===== config.mk =====
export PLATFORM = sky130hd
export DESIGN_NAME = tsha_divider
export DESIGN_NICKNAME = d
export VERILOG_FILES = /design/src/design/tsha_divider.sv
export SDC_FILE = /design/constraint.sdc
export NUM_CORES = 1
export LEC_CHECK = 0
export BUFFER_PORTS_ARGS = -buffer_cell sky130_fd_sc_hd__buf_2
export CORE_MARGIN = 2
export CORE_UTILIZATION = 35
export CTS_CLUSTER_DIAMETER = 200
export DETAILED_ROUTE_END_ITERATION = 7
export GPL_TIMING_DRIVEN = 1
export HOLD_SLACK_MARGIN = 0.06
export PLACE_DENSITY = 0.57
export RECOVER_POWER = 25
export SYNTH_ARGS = -nofsm -noshare
export SYNTH_HDL_FRONTEND = slang
export SYNTH_SLANG_ARGS = --single-unit

===== constraint.sdc =====
create_clock -name clk -period 4.5 [get_ports clk]
set_input_delay 0.225 -clock clk [delete_from_list [all_inputs] [get_ports clk]]
set_output_delay 0.225 -clock clk [all_outputs]
set_load 0.05 [all_outputs]

===== src/design/tsha_divider.sv =====
// Shared restoring divider, one quotient bit per cycle
module tsha_divider (
    input  logic        clk,
    input  logic        rst_n,
    input  logic        start,
    input  logic [63:0] dividend,
    input  logic [39:0] divisor,
    output logic        done,
    output logic [63:0] quotient
);
    logic [63:0] quo_reg;
    logic [40:0] rem_reg;
    logic [39:0] div_reg;
    logic [6:0]  cnt_reg;
    logic        busy_reg;
    logic [40:0] trial;
    logic [40:0] shifted;

    assign shifted = {rem_reg[39:0], quo_reg[63]};
    assign trial = shifted - {1'b0, div_reg};
    assign quotient = quo_reg;
    assign done = busy_reg && (cnt_reg == 7'd0);

    // One subtract and compare per cycle
    always_ff @(posedge clk or negedge rst_n)
    begin
        if (!rst_n)
        begin
            busy_reg <= 1'b0;
            cnt_reg <= '0;
        end
        else if (start)
        begin
            busy_reg <= 1'b1;
            cnt_reg <= 7'd64;
            quo_reg <= dividend;
            rem_reg <= '0;
            div_reg <= divisor;
        end
        else if (busy_reg)
        begin
            if (cnt_reg == 7'd0)
                busy_reg <= 1'b0;
            else
            begin
                cnt_reg <= cnt_reg - 7'd1;
                if (!trial[40])
                begin
                    rem_reg <= trial;
                    quo_reg <= {quo_reg[62:0], 1'b1};
                end
                else
                begin
                    rem_reg <= shifted;
                    quo_reg <= {quo_reg[62:0], 1'b0};
                end
            end
        end
    end
endmodule


==> impl_metrics.prom <==
# TYPE chip_impl_metric gauge
chip_impl_info{name="status",value="finished with violations"} 1
chip_impl_info{name="violations",value="max-capacitance violations, max-slew violations"} 1
chip_impl_metric{name="post-route-period-util",unit="%"} 90.7
chip_impl_metric{name="finalHoldWorstSlack",unit="ns"} 0.0891
chip_impl_metric{name="floorplan.die.width",unit="um"} 164
chip_impl_metric{name="wire_per_inst",unit="um"} 17.3
chip_impl_metric{name="cts_hold_buf",unit=""} 41
chip_impl_info{name="clk_root_buffer_cell",value="sky130_fd_sc_hd__clkbuf_16"} 1
chip_impl_metric{name="max_freq",unit="MHz"} 245
chip_impl_metric{name="grt_start_max_net_pins",unit=""} 73
chip_impl_metric{name="globalRouteOverflowTotal",unit=""} 0
chip_impl_metric{name="power_density",unit="mW/mm2"} 573
chip_impl_metric{name="clockBufferDepth",unit=""} 2
chip_impl_metric{name="numCtsBuffers",unit=""} 17
chip_impl_metric{name="io_pins",unit=""} 172
chip_impl_metric{name="fp.coreArea",unit="mm2"} 0.0252
chip_impl_metric{name="max-cap-violations",unit=""} 2
chip_impl_metric{name="crit_path_max_fanout",unit=""} 13
chip_impl_info{name="synth_top_flop_cell",value="sky130_fd_sc_hd__edfxtp_1"} 1
chip_impl_metric{name="grtUsageTotal",unit="%"} 17.7
chip_impl_info{name="timing_worst_setup_path_type",value="reg -> reg"} 1
chip_impl_metric{name="cts_repair_resize_count",unit=""} 0
chip_impl_metric{name="crit_required",unit="ns"} 4.71
chip_impl_metric{name="largest_register_ff_count",unit=""} 64
chip_impl_metric{name="wirelength",unit="um"} 23500
chip_impl_metric{name="route.detailed.drc",unit=""} 0
chip_impl_metric{name="irDropWorstVdd",unit="uV"} 294
chip_impl_metric{name="global_route_wire_length_before_repair",unit="um"} 36800
chip_impl_metric{name="clk_transition_reported_paths",unit="ns"} 0.08
chip_impl_metric{name="clock_latency",unit="ns"} 0.43
chip_impl_metric{name="critical_path_arrival",unit="ns"} 4.29
chip_impl_metric{name="final_hold_vio_count",unit=""} 0
chip_impl_metric{name="synth_cells",unit=""} 813
chip_impl_metric{name="final_net_count",unit=""} 1162
chip_impl_metric{name="worst_max_slew_pin_slew",unit="ns"} 2.56
chip_impl_metric{name="route.detailed.vias_per_inst",unit=""} 5.20
chip_impl_metric{name="synth_area_per_cell",unit="um2"} 11.0
chip_impl_metric{name="drive_gt1_share",unit="%"} 24.8
chip_impl_metric{name="gp_congestion",unit=""} 0.825
chip_impl_metric{name="vias",unit=""} 7044
chip_impl_info{name="end_kind",value="flip-flop"} 1
chip_impl_metric{name="postCtsSetupRepairBufs",unit=""} 0
chip_impl_metric{name="worstRegToRegCells",unit=""} 14
chip_impl_metric{name="synth.cell_area",unit="mm2"} 0.00897
chip_impl_metric{name="die_height",unit="um"} 164
chip_impl_metric{name="first_global_vias",unit=""} 7001
chip_impl_metric{name="post_syn_nets",unit=""} 963
chip_impl_metric{name="dp.final_hpwl",unit="um"} 16300
chip_impl_metric{name="synth_seq_area_share",unit="%"} 50.5
chip_impl_info{name="rsz0062_at_grt",value="no"} 1
chip_impl_metric{name="area.growth.synth_to_final",unit="%"} 23.8
chip_impl_metric{name="synth_warn",unit=""} 0
chip_impl_metric{name="period_needed",unit="ns"} 4.08
chip_impl_metric{name="dr.first_iter.drc_count",unit=""} 445
chip_impl_metric{name="number_of_distinct_library_cells_after_synthesis",unit=""} 69
chip_impl_metric{name="synth_edf_count",unit=""} 144
chip_impl_metric{name="worst_clock_skew",unit="ns"} 0.0155
chip_impl_metric{name="power_leakage",unit="nW"} 4.51
chip_impl_metric{name="asyncSetResetFlopFracSynth",unit="%"} 5.26
chip_impl_metric{name="timing.hold.worst_path_depth",unit=""} 2
chip_impl_info{name="startpoint_type",value="flip-flop"} 1
chip_impl_metric{name="drt.antenna.violating_nets",unit=""} 0
chip_impl_metric{name="drt_pass1_iterations",unit=""} 5
chip_impl_metric{name="dieArea",unit="mm2"} 0.0269
chip_impl_metric{name="ys_ff_latch",unit=""} 152
chip_impl_metric{name="clock-sinks",unit=""} 152
chip_impl_metric{name="max-slew-margin-rel",unit="%"} -70.4
chip_impl_metric{name="antenna_found_initial",unit=""} 0
chip_impl_metric{name="fin_setup_tns",unit="ns"} 0
chip_impl_metric{name="design_power",unit="mW"} 6.37
chip_impl_metric{name="num_antenna_cells",unit=""} 0
chip_impl_metric{name="timing.final.max_slew_violations",unit=""} 71
chip_impl_info{name="hold_path.class",value="in -> reg"} 1
chip_impl_metric{name="ctsHtreeMaxLevel",unit=""} 4
chip_impl_metric{name="initial_utilization",unit="%"} 35.6
chip_impl_metric{name="core.rowCount",unit=""} 58
chip_impl_info{name="cts_tree",value="done"} 1
chip_impl_metric{name="portBuffers",unit=""} 171
chip_impl_metric{name="setup_violations",unit=""} 0
-- per-layer routing --
metal,vias up,wire length (um),track usage [%]
met4,0,323,4.78
li1,3431,-,-
met2,254,11000,29.0
met1,3341,10400,22.4
met3,18,1800,5.61
met5,-,0,0
-- stage by stage --
step	std cells	setup WS (ns)	util, %	cell area [um2]
after global routing	1355	0.129	44.1	11100
after detailed placement	1282	0.482	40.4	10200
after global placement	1282	0.545	40.4	10200
after CTS	1355	0.426	44.4	11200
after floorplan	813	0.0597	-	8970
final	1355	0.416	44.1	11100
-- synthesized netlist by cell type, types with 2 or more instances --
cell type,n,area [um2]
sky130_fd_sc_hd__buf_2,4,20.0
sky130_fd_sc_hd__nand4b_1,4,35.0
sky130_fd_sc_hd__a21o_1,21,158
sky130_fd_sc_hd__o311ai_0,7,61.3
sky130_fd_sc_hd__xnor2_1,22,193
sky130_fd_sc_hd__clkbuf_1,33,124
sky130_fd_sc_hd__o21ai_1,5,25.0
sky130_fd_sc_hd__a31oi_1,10,62.6
sky130_fd_sc_hd__nor2_1,68,255
sky130_fd_sc_hd__o21ai_0,23,115
sky130_fd_sc_hd__o21a_1,8,60.1
sky130_fd_sc_hd__dfrtp_1,8,200
sky130_fd_sc_hd__o211ai_1,6,45.0
sky130_fd_sc_hd__nand2b_1,7,43.8
sky130_fd_sc_hd__nand3b_1,4,30.0
sky130_fd_sc_hd__o41ai_1,2,17.5
sky130_fd_sc_hd__or4_1,2,15.0
sky130_fd_sc_hd__a21oi_1,31,155
sky130_fd_sc_hd__and4_1,2,17.5
sky130_fd_sc_hd__ha_1,42,526
sky130_fd_sc_hd__edfxtp_1,144,4320
sky130_fd_sc_hd__nor4_1,5,31.3
sky130_fd_sc_hd__nand4_1,5,31.3
sky130_fd_sc_hd__nand2_1,83,312
sky130_fd_sc_hd__nor2b_1,6,37.5
sky130_fd_sc_hd__o21bai_1,3,22.5
sky130_fd_sc_hd__a211oi_1,9,67.6
sky130_fd_sc_hd__xor2_1,15,131
sky130_fd_sc_hd__a311oi_2,10,150
sky130_fd_sc_hd__a211o_1,2,17.5
sky130_fd_sc_hd__o2111ai_1,3,26.3
sky130_fd_sc_hd__a21oi_2,2,17.5
sky130_fd_sc_hd__or3_1,3,18.8
sky130_fd_sc_hd__and3_1,4,25.0
sky130_fd_sc_hd__mux2_2,65,732
sky130_fd_sc_hd__inv_1,55,206
sky130_fd_sc_hd__o22ai_1,2,12.5
sky130_fd_sc_hd__nand3_1,24,120
sky130_fd_sc_hd__a311oi_1,12,105
sky130_fd_sc_hd__and2_1,7,43.8
sky130_fd_sc_hd__nor3_1,16,80.1
sky130_fd_sc_hd__or2_2,2,12.5
-- where the power goes --
| part | total [mW] | internal [mW] | switching [mW] |
|---|---|---|---|
| logic | 2.81 | 1.09 | 1.73 |
| clock network | 1.43 | 0.745 | 0.687 |
| registers | 2.12 | 1.91 | 0.209 |
| total | 6.37 | 3.74 | 2.62 |
-- placed cells by master (no fill, tap or decap), types with 12 or more instances in the layout --
| master | count |
|---|---|
| sky130_fd_sc_hd__inv_1 | 55 |
| sky130_fd_sc_hd__nor3_1 | 16 |
| sky130_fd_sc_hd__xnor2_1 | 21 |
| sky130_fd_sc_hd__a311oi_1 | 12 |
| sky130_fd_sc_hd__edfxtp_1 | 144 |
| sky130_fd_sc_hd__a21o_1 | 21 |
| sky130_fd_sc_hd__dlygate4sd3_1 | 41 |
| sky130_fd_sc_hd__mux2_2 | 65 |
| sky130_fd_sc_hd__nand2_1 | 83 |
| sky130_fd_sc_hd__a21oi_1 | 31 |
| sky130_fd_sc_hd__xor2_1 | 15 |
| sky130_fd_sc_hd__nor2_1 | 68 |
| sky130_fd_sc_hd__buf_2 | 123 |
| sky130_fd_sc_hd__nand3_1 | 24 |
| sky130_fd_sc_hd__clkbuf_16 | 17 |
| sky130_fd_sc_hd__ha_1 | 42 |
| sky130_fd_sc_hd__o21ai_0 | 23 |
| sky130_fd_sc_hd__clkbuf_1 | 49 |
-- path summary, 6_finish.rpt --
check,start,endpoint,slack [ns]
hold / removal,dividend[53],quotient[53],0.09
hold reg to reg,cnt_reg[6],cnt_reg[6],0.54
max in group asynchronous,rst_n,cnt_reg[4],2.47
setup / recovery,quotient[63],rem_reg[7],0.42
min in group asynchronous,rst_n,busy_reg,0.86
setup reg to reg,quotient[63],rem_reg[7],0.42
-- kinds of logic after synthesis --
kind of cell | synth area share (%)
mux | 8.16
buf+inv | 4.16
flops | 50.5
simple gates | 12.8
compound gates | 14.6
xor+xnor | 3.80
fa+ha+maj | 6.08
-- layout make-up --
class	count	area, um2
well taps	330	413
fillers	2439	14100
clock buffers	18	429
multi-input cells	566	4110
inverters	55	206
clock inverters	14	144
repair buffers	220	1280
flip-flops and latches	152	4520
-- worst max-delay path, stage by stage, from the launching register on --
cell	delay (ns)
sky130_fd_sc_hd__edfxtp_1	0.38
sky130_fd_sc_hd__inv_1	0.08
sky130_fd_sc_hd__ha_1	0.15
sky130_fd_sc_hd__inv_1	0.05
sky130_fd_sc_hd__fa_1	0.43
sky130_fd_sc_hd__a211oi_2	0.24
sky130_fd_sc_hd__o21ai_1	0.18
sky130_fd_sc_hd__o21ai_2	0.27
sky130_fd_sc_hd__a211oi_1	0.11
sky130_fd_sc_hd__or3b_4	0.45
sky130_fd_sc_hd__a41oi_4	0.42
sky130_fd_sc_hd__xor2_4	0.20
sky130_fd_sc_hd__buf_4	0.25
sky130_fd_sc_hd__or3_1	0.39
sky130_fd_sc_hd__a311oi_2	0.27
Power figures use the tool's default switching activity.
